<file path="config.mk">
export PLATFORM = sky130hd
export DESIGN_NAME = rsi_streaming_indicator_unit
export DESIGN_NICKNAME = d
export VERILOG_FILES = /design/src/design/rsi_pkg.sv /design/src/design/rsi_ctrl.sv /design/src/design/rsi_dp.sv /design/src/design/rsi_streaming_indicator_unit.sv
export SDC_FILE = /design/constraint.sdc
export NUM_CORES = 2
export LEC_CHECK = 0
export BUFFER_PORTS_ARGS = -buffer_cell sky130_fd_sc_hd__buf_2
export CAP_MARGIN = 5
export CORE_MARGIN = 3
export CORE_UTILIZATION = 50
export CTS_CLUSTER_DIAMETER = 120
export DETAILED_ROUTE_END_ITERATION = 16
export PLACE_DENSITY_LB_ADDON = 0.2
export RECOVER_POWER = 50
export SYNTH_ARGS = -nofsm -noshare
export SYNTH_HDL_FRONTEND = slang
export SYNTH_SLANG_ARGS = --single-unit
export TNS_END_PERCENT = 100
</file>
<file path="constraint.sdc">
create_clock -name i_clk -period 46.8 [get_ports i_clk]
set_input_delay 7.02 -clock i_clk [delete_from_list [all_inputs] [get_ports i_clk]]
set_output_delay 7.02 -clock i_clk [all_outputs]
set_load 0.03 [all_outputs]
</file>
<file path="src/design/rsi_pkg.sv">
// Package for the streaming RSI block: constants, controller/datapath command and status types.
// Used by rsi_ctrl, rsi_dp and rsi_streaming_indicator_unit.
package rsi_pkg;
    localparam int MAX_PERIOD = 1024;
    localparam int PRICE_BITS = 32;
    localparam int FRAC_BITS  = 16;
    localparam int ACC_BITS   = 64;
    localparam int PER_BITS   = 11;
    localparam int RSI_BITS   = 15;
    localparam int DIV_BITS   = 7;
    localparam logic [PER_BITS-1:0] PERIOD_RESET = 11'd14;
    localparam logic [RSI_BITS-1:0] RSI_HALF = 15'd12800;
    localparam logic [RSI_BITS-1:0] RSI_FULL = 15'd25600;

    typedef enum logic [2:0] {
        OP_NONE = 3'b001,
        OP_GAIN = 3'b010,
        OP_LOSS = 3'b100
    } t_div_sel;

    typedef struct packed {
        logic     load_in;    // capture price, compute difference, update state
        logic     start_div;  // start a division on selected operand
        t_div_sel div_sel;
        logic     start_rsi;  // start ratio division
        logic     out_load;   // present result
        logic     out_warm;
    } t_cmd;

    typedef struct packed {
        logic first;      // count was zero
        logic warm_more;  // still warming after this item
        logic div_busy;
    } t_sts;
endpackage

</file>
<file path="src/design/rsi_ctrl.sv">
// Controller state machine for the streaming RSI block.
// Depends on rsi_pkg; drives rsi_dp through t_cmd and reads t_sts.
module rsi_ctrl import rsi_pkg::*; (
    input  logic i_clk,
    input  logic i_rst_n,
    input  logic i_in_valid,
    input  logic i_out_busy,
    input  t_sts i_sts,
    output logic o_in_stall,
    output t_cmd o_cmd
);
    typedef enum logic [5:0] {
        S_IDLE  = 6'b000001,
        S_DECIDE= 6'b000010,
        S_DIVG  = 6'b000100,
        S_DIVL  = 6'b001000,
        S_RSI   = 6'b010000,
        S_OUT   = 6'b100000
    } t_state;

    t_state r_state, n_state;
    logic   r_warm, n_warm;

    always_ff @(posedge i_clk) begin
        if (!i_rst_n) begin
            r_state <= S_IDLE;
            r_warm  <= 1'b0;
        end else begin
            r_state <= n_state;
            r_warm  <= n_warm;
        end
    end

    always_comb begin
        n_state = r_state;
        n_warm  = r_warm;
        o_cmd   = '0;
        o_cmd.div_sel = OP_NONE;
        o_in_stall = 1'b1;
        case (r_state)
            S_IDLE: begin
                o_in_stall = 1'b0;
                if (i_in_valid) begin
                    o_cmd.load_in = 1'b1;
                    n_state = S_DECIDE;
                end
            end
            S_DECIDE: begin
                // the datapath holds flags from the accepted item
                if (i_sts.first || i_sts.warm_more) begin
                    n_warm = 1'b0;
                    n_state = S_OUT;
                end else begin
                    o_cmd.start_div = 1'b1;
                    o_cmd.div_sel = OP_GAIN;
                    n_state = S_DIVG;
                end
            end
            S_DIVG: begin
                if (!i_sts.div_busy) begin
                    o_cmd.start_div = 1'b1;
                    o_cmd.div_sel = OP_LOSS;
                    n_state = S_DIVL;
                end
            end
            S_DIVL: begin
                if (!i_sts.div_busy) begin
                    o_cmd.start_rsi = 1'b1;
                    n_state = S_RSI;
                end
            end
            S_RSI: begin
                if (!i_sts.div_busy) begin
                    n_warm = 1'b1;
                    n_state = S_OUT;
                end
            end
            S_OUT: begin
                if (!i_out_busy) begin
                    o_cmd.out_load = 1'b1;
                    o_cmd.out_warm = r_warm;
                    n_state = S_IDLE;
                end
            end
            default: n_state = S_IDLE;
        endcase
    end
endmodule

</file>
<file path="src/design/rsi_dp.sv">
// Datapath for the streaming RSI block: state registers, shared radix-2 divider,
// output register. Depends on rsi_pkg; controlled by rsi_ctrl.
module rsi_dp import rsi_pkg::*; (
    input  logic                  i_clk,
    input  logic                  i_rst_n,
    input  logic [PER_BITS-1:0]   i_period,
    input  logic [PRICE_BITS-1:0] i_close_price,
    input  t_cmd                  i_cmd,
    input  logic                  i_out_stall,
    output t_sts                  o_sts,
    output logic                  o_out_valid,
    output logic [RSI_BITS-1:0]   o_rsi_value,
    output logic                  o_warmed_up
);
    logic [PRICE_BITS-1:0] r_prev;
    logic [ACC_BITS-1:0]   r_gain, r_loss, r_up, r_dn;
    logic [PER_BITS-1:0]   r_count;
    logic [PER_BITS-1:0]   r_p;
    logic                  r_first, r_warm_more, r_warm_div;
    logic                  r_out_valid;
    logic [RSI_BITS-1:0]   r_rsi;
    logic [RSI_BITS-1:0]   r_ratio;   // ratio result, copied to output on load
    logic                  r_warm;

    // divider: 64-bit dividend and divisor, one quotient bit a cycle
    logic [ACC_BITS-1:0] r_q;
    logic [ACC_BITS:0]   r_rem;
    logic [ACC_BITS-1:0] r_dvs;
    logic [DIV_BITS-1:0] r_cnt;
    logic                r_busy;
    t_div_sel            r_sel;
    logic                r_rsi_op;

    logic [PER_BITS-1:0] eff_p;
    logic [ACC_BITS-1:0] d_up, d_dn;
    logic [ACC_BITS:0]   rem_sh, rem_sub;
    logic [ACC_BITS-1:0] src, wsrc, xsrc;
    logic [ACC_BITS+PER_BITS-1:0] prod;
    logic [ACC_BITS-1:0] prod_sat, add_sat;
    logic [ACC_BITS:0]   add_w;
    logic [ACC_BITS-1:0] g_s, l_s, sum_s;
    logic [5:0]          sh;
    logic [ACC_BITS:0]   up_sum, dn_sum;

    always_comb begin
        eff_p = i_period;
        if (i_period == '0) eff_p = PER_BITS'(1);
        if (i_period > PER_BITS'(MAX_PERIOD)) eff_p = PER_BITS'(MAX_PERIOD);
        d_up = '0;
        d_dn = '0;
        if (i_close_price > r_prev)
            d_up = ACC_BITS'(i_close_price - r_prev) << FRAC_BITS;
        else
            d_dn = ACC_BITS'(r_prev - i_close_price) << FRAC_BITS;
        up_sum = {1'b0, r_gain} + {1'b0, d_up};
        dn_sum = {1'b0, r_loss} + {1'b0, d_dn};
    end

    // Wilder numerator: saturated avg*(P-1)+x for the selected side, or the plain sum on the item that ends warm-up
    always_comb begin
        src  = (i_cmd.div_sel == OP_GAIN) ? r_gain : r_loss;
        xsrc = (i_cmd.div_sel == OP_GAIN) ? r_up : r_dn;
        prod = src * (r_p - PER_BITS'(1));
        prod_sat = (prod[ACC_BITS+PER_BITS-1:ACC_BITS] != '0) ? '1 : prod[ACC_BITS-1:0];
        add_w = {1'b0, prod_sat} + {1'b0, xsrc};
        add_sat = add_w[ACC_BITS] ? '1 : add_w[ACC_BITS-1:0];
        wsrc = r_warm_div ? src : add_sat;
    end

    // RSI operand scaling: shift both until below 2^47 (at most 17 steps)
    always_comb begin
        sh = '0;
        for (int k = 17; k >= 1; k--)
            if ((r_gain >> (k-1)) >= (64'd1 << 47) || (r_loss >> (k-1)) >= (64'd1 << 47))
                if (sh == '0) sh = 6'(k);
        g_s = r_gain >> sh;
        l_s = r_loss >> sh;
        sum_s = g_s + l_s;
    end

    always_comb begin
        rem_sh  = {r_rem[ACC_BITS-1:0], r_q[ACC_BITS-1]};
        rem_sub = rem_sh - {1'b0, r_dvs};
    end

    always_ff @(posedge i_clk) begin
        if (!i_rst_n) begin
            r_prev <= '0;
            r_gain <= '0;
            r_loss <= '0;
            r_count <= '0;
            r_busy <= 1'b0;
            r_out_valid <= 1'b0;
        end else begin
            if (i_cmd.load_in) begin
                r_p <= eff_p;
                r_up <= d_up;
                r_dn <= d_dn;
                r_first <= (r_count == '0);
                r_warm_more <= 1'b0;
                r_warm_div <= 1'b0;
                if (r_count == '0) begin
                    r_prev <= i_close_price;
                    r_count <= PER_BITS'(1);
                end else begin
                    r_prev <= i_close_price;
                    if (r_count <= eff_p) begin
                        r_gain <= up_sum[ACC_BITS] ? '1 : up_sum[ACC_BITS-1:0];
                        r_loss <= dn_sum[ACC_BITS] ? '1 : dn_sum[ACC_BITS-1:0];
                        r_count <= r_count + PER_BITS'(1);
                        r_warm_more <= (r_count + PER_BITS'(1)) <= eff_p;
                        r_warm_div  <= (r_count + PER_BITS'(1)) > eff_p;
                    end
                end
            end
            if (i_cmd.start_div) begin
                r_busy <= 1'b1;
                r_rsi_op <= 1'b0;
                r_sel <= i_cmd.div_sel;
                r_q <= wsrc;
                r_rem <= '0;
                r_dvs <= ACC_BITS'(r_p);
                r_cnt <= DIV_BITS'(ACC_BITS);
            end else if (i_cmd.start_rsi) begin
                r_busy <= (r_loss != '0);
                r_rsi_op <= 1'b1;
                // dividend g*25600 + sum/2 fits in 62 bits
                r_q <= g_s * 64'd25600 + (sum_s >> 1);
                r_rem <= '0;
                r_dvs <= sum_s;
                r_cnt <= DIV_BITS'(ACC_BITS);
                if (r_loss == '0) r_ratio <= RSI_FULL;
            end else if (r_busy) begin
                r_q <= {r_q[ACC_BITS-2:0], !rem_sub[ACC_BITS]};
                r_rem <= rem_sub[ACC_BITS] ? rem_sh : rem_sub;
                r_cnt <= r_cnt - DIV_BITS'(1);
                if (r_cnt == DIV_BITS'(1)) begin
                    r_busy <= 1'b0;
                    if (!r_rsi_op) begin
                        if (r_sel == OP_GAIN)
                            r_gain <= {r_q[ACC_BITS-2:0], !rem_sub[ACC_BITS]};
                        else
                            r_loss <= {r_q[ACC_BITS-2:0], !rem_sub[ACC_BITS]};
                    end else begin
                        r_ratio <= RSI_BITS'({r_q[ACC_BITS-2:0], !rem_sub[ACC_BITS]});
                    end
                end
            end
            if (i_cmd.out_load) begin
                r_out_valid <= 1'b1;
                r_warm <= i_cmd.out_warm;
                r_rsi <= i_cmd.out_warm ? r_ratio : RSI_HALF;
            end else if (!i_out_stall) begin
                r_out_valid <= 1'b0;
            end
        end
    end

    assign o_sts.first     = r_first;
    assign o_sts.warm_more = r_warm_more;
    assign o_sts.div_busy  = r_busy;
    assign o_out_valid = r_out_valid;
    assign o_rsi_value = r_rsi;
    assign o_warmed_up = r_warm;
endmodule

</file>
<file path="src/design/rsi_streaming_indicator_unit.sv">
// Streaming Wilder RSI, top level: configuration register, controller and datapath.
// Depends on rsi_pkg, rsi_ctrl and rsi_dp.
// One closing price in, one RSI out (1/256 percent, warmed_up flag). Prices are taken
// one at a time. An item that gives a real RSI runs the shared one-bit-a-cycle divider
// for the gain average, then the loss average, then the ratio (the ratio division is
// skipped when the average loss is zero). The output register holds a result until
// taken; a stalled result holds the next result back, and the next price can be taken
// once the result is loaded. A warm-up item skips the divider.
module rsi_streaming_indicator_unit import rsi_pkg::*; (
    input  logic                  i_clk,
    input  logic                  i_rst_n,
    input  logic                  i_cfg_valid,
    output logic                  o_cfg_ready,
    input  logic [PER_BITS-1:0]   i_cfg_data,
    input  logic                  i_in_valid,
    output logic                  o_in_stall,
    input  logic [PRICE_BITS-1:0] i_close_price,
    output logic                  o_out_valid,
    input  logic                  i_out_stall,
    output logic [RSI_BITS-1:0]   o_rsi_value,
    output logic                  o_warmed_up
);
    logic [PER_BITS-1:0] r_period;
    t_cmd cmd;
    t_sts sts;

    assign o_cfg_ready = 1'b1;
    always_ff @(posedge i_clk) begin
        if (!i_rst_n) r_period <= PERIOD_RESET;
        else if (i_cfg_valid) r_period <= i_cfg_data;
    end

    rsi_ctrl u_ctrl (
        .i_clk(i_clk), .i_rst_n(i_rst_n), .i_in_valid(i_in_valid),
        .i_out_busy(o_out_valid & i_out_stall), .i_sts(sts),
        .o_in_stall(o_in_stall), .o_cmd(cmd)
    );

    rsi_dp u_dp (
        .i_clk(i_clk), .i_rst_n(i_rst_n), .i_period(r_period),
        .i_close_price(i_close_price), .i_cmd(cmd), .i_out_stall(i_out_stall),
        .o_sts(sts), .o_out_valid(o_out_valid), .o_rsi_value(o_rsi_value),
        .o_warmed_up(o_warmed_up)
    );
endmodule

</file>
==> flow_summary.json <==
{
  "final_util_pct": 53.5,
  "cts_max_level": 3,
  "grt_pass1_vias": 78700,
  "worst-setup-path-type": "reg -> reg",
  "synth_edf_count": 314,
  "crit_required_ns": 47.13,
  "postSynthAreaPerCell_um2": 8.66,
  "nets": 12600,
  "status": "finished with violations",
  "power_density_mw_per_mm2": 61.5,
  "fp.dieH_um": 434,
  "yosysSeqAreaShare_pct": 14.4,
  "io_buffer_count": 65,
  "drv_slew": 941,
  "drv_cap": 21,
  "overflow": 0,
  "synth_area_mm2": 0.0918,
  "cts_resized": 0,
  "grt_max_degree": 138,
  "slowest_delay_ns": 1.69,
  "cts_tree": "done",
  "clk_pin_slew_ns": 0.06,
  "yosysWarningCount": 0,
  "setup_viol": 0,
  "hold_viol": 0,
  "synth_flop_cell": "edfxtp_1",
  "fin_area_mm2": 0.0972,
  "worstMarginPinSlew_ns": 3.79,
  "ctsHoldBuffers": 0,
  "synthCells": 10600,
  "cts_setup_buffers": 0,
  "core_mm2": 0.182,
  "drc": 0,
  "dieArea_mm2": 0.189,
  "initial_core_util_pct": 50.6,
  "areaGrowthSynthToFinish_pct": 5.87,
  "synth_seq_cells": 505,
  "fmax_mhz": 49.0,
  "cp-start-kind": "flip-flop",
  "firstDrtPassIters": 6,
  "grtUsageTotal_pct": 34.6,
  "drive_gt1_share_pct": 4.02,
  "period_share_pct": 43.6,
  "postPlaceCellArea_mm2": 0.0950,
  "wl_um": 324000,
  "cp_num_buf_inv": 10,
  "ant_nets": 0,
  "grt_pass1_wl_um": 497000,
  "rsz0062_at_grt": "false",
  "cts_inserted_buffers": 68,
  "arrival_ns": 20.76,
  "vdd_drop_max_uv": 117,
  "rows": 156,
  "maxSlewHeadroom_pct": -153,
  "dr.first_iter.drc_count": 7114,
  "min_period_ns": 20.42,
  "grt_antenna_before_repair": 17,
  "critPathTopFamily": "adder cells",
  "cts_buffer_depth": 3,
  "cts_root_buffer": "clkbuf_16",
  "ys_types": 101,
  "end_kind": "flip-flop",
  "crit_fanout": 47,
  "vias": 77800,
  "async_flop_share_pct": 0,
  "hpwlAfterDp_um": 267000,
  "worst_path_most_repeated_cell": "fa_1",
  "routedWlPerCell_um": 25.1,
  "die_w_um": 434,
  "leakagePower_uw": 0.0456,
  "clock_latency_ns": 0.72,
  "fillers": 16900,
  "io_pins": 67,
  "clock-sinks": 505,
  "cp_slowest_cell": "clkbuf_1",
  "skew_ns": 0.0557,
  "viasPerCell": 6.02,
  "hp-class": "reg -> reg",
  "violations": "capacitance limit, slew limit",
  "fin_cells": 12900,
  "gp_congestion": 1.03,
  "power_uw": 5970,
  "placed_cells": 12800,
  "setup_tns_ns": 0
}
[flip-flops by register name, indices dropped and copies added (netlist names), 32 cells and up]
signal and cells:
u_dp.r_up 33, u_dp.r_q 64, u_dp.r_dvs 64, u_dp.r_prev 32, u_dp.r_gain 64, u_dp.r_dn 33, u_dp.r_rem 64, u_dp.r_loss 64
[tightest hold or removal path: stages, from the launching register on]
cell,delay [ns]
dfxtp_1,0.32
nand2_1,0.05
a21boi_0,0.06
[synthesized netlist by cell type (117+ instances only)]
library cell | count | share of area, %
a21o_1 | 240 | 2.0
o21ai_0 | 396 | 2.2
xor2_1 | 173 | 1.7
and2_1 | 117 | 0.80
xnor2_1 | 314 | 3.0
fa_1 | 1180 | 26
ha_1 | 886 | 12
nand2_1 | 1334 | 5.5
edfxtp_1 | 314 | 10
mux2i_1 | 408 | 4.5
clkbuf_1 | 352 | 1.4
nor2_1 | 735 | 3.0
a21oi_1 | 653 | 3.6
nand3_1 | 135 | 0.74
dfxtp_1 | 191 | 4.2
inv_1 | 1480 | 6.1
nand2b_1 | 148 | 1.0
[layout by cell type (no fill, tap or decap), types with 67 or more instances in the layout]
master,n
inv_1,1478
nand2_1,1333
fa_1,1180
ha_1,885
nor2_1,733
a21oi_1,650
mux2i_1,406
o21ai_0,395
edfxtp_1,314
xnor2_1,306
a21o_1,240
dfxtp_1,191
xor2_1,163
nand2b_1,148
nand3_1,133
buf_4,128
and2_1,97
nor3_1,96
a31oi_1,91
a211oi_1,88
nor2b_1,83
o21a_1,83
a21boi_0,77
o21bai_1,74
clkbuf_16,73
a221oi_1,67
[final timing paths]
| path | from | endpoint | slack [ns] | cells after the start |
|---|---|---|---|---|
| setup reg to reg | u_ctrl.r_state[5]$_SDFFE_PN0P_ | u_dp.r_q[7]$_DFFE_PP_ | 26.38 | 53 |
| setup / recovery | u_ctrl.r_state[5]$_SDFFE_PN0P_ | u_dp.r_q[7]$_DFFE_PP_ | 26.38 | 53 |
| hold reg to reg | u_dp.r_prev[13]$_SDFFE_PN0P_ | u_dp.r_prev[13]$_SDFFE_PN0P_ | 0.49 | 2 |
| hold / removal | u_dp.r_prev[13]$_SDFFE_PN0P_ | u_dp.r_prev[13]$_SDFFE_PN0P_ | 0.49 | 2 |
[final cells by class]
type                            instances  area [um^2]  area share [%]
Inverter                             1485         5580            5.74
Tap cell                             2370         2970            3.05
Sequential cell                       505        13300            13.6
Clock inverter                         30          335           0.345
Timing Repair Buffer                  209         1340            1.38
Multi-Input combinational cell       8212        71700            73.8
Clock buffer                           94         1990            2.04
Antenna cell                           10         25.0          0.0258
[where the power goes]
part,leakage (uW),internal [uW],switching (uW),total (uW)
combinational,0.0401,1660,3210,4870
sequential,0.00440,520,28.3,549
clock,0.00111,318,234,552
[per-layer routing]
| metal | track usage, % | wire length, um |
|---|---|---|
| met1 | 47.8 | 138000 |
| met2 | 53.6 | 142000 |
| met3 | 7.93 | 30700 |
| met4 | 11.7 | 12900 |
| met5 | 0 | 53 |
[kinds of logic (layout without fill, tap and decap cells)]
logic type               count (synthesis)  in the layout  share of synthesized area [%]
adder cells (fa/ha/maj)               2066           2066                           37.8
buffers and inverters                 1917           1818                           8.01
other                                    2             54                        0.00818
XOR/XNOR                               488            488                           4.67
flip-flops                             505            505                           14.4
AND/OR/NAND/NOR                       2925           2925                           14.2
AO/OA/AOI/OAI                         2268           2268                           16.3
multiplexers                           421            421                           4.61
[through the flow]
step	worst slack, ns	hold WS (ns)
finish	26.38	0.488
detailed placement	27.54	0.481
CTS	27.46	0.489
floorplan	28.60	0.460
global route	25.23	0.510
global placement	27.82	0.472
No activity file was read; power rests on OpenSTA's default activity.
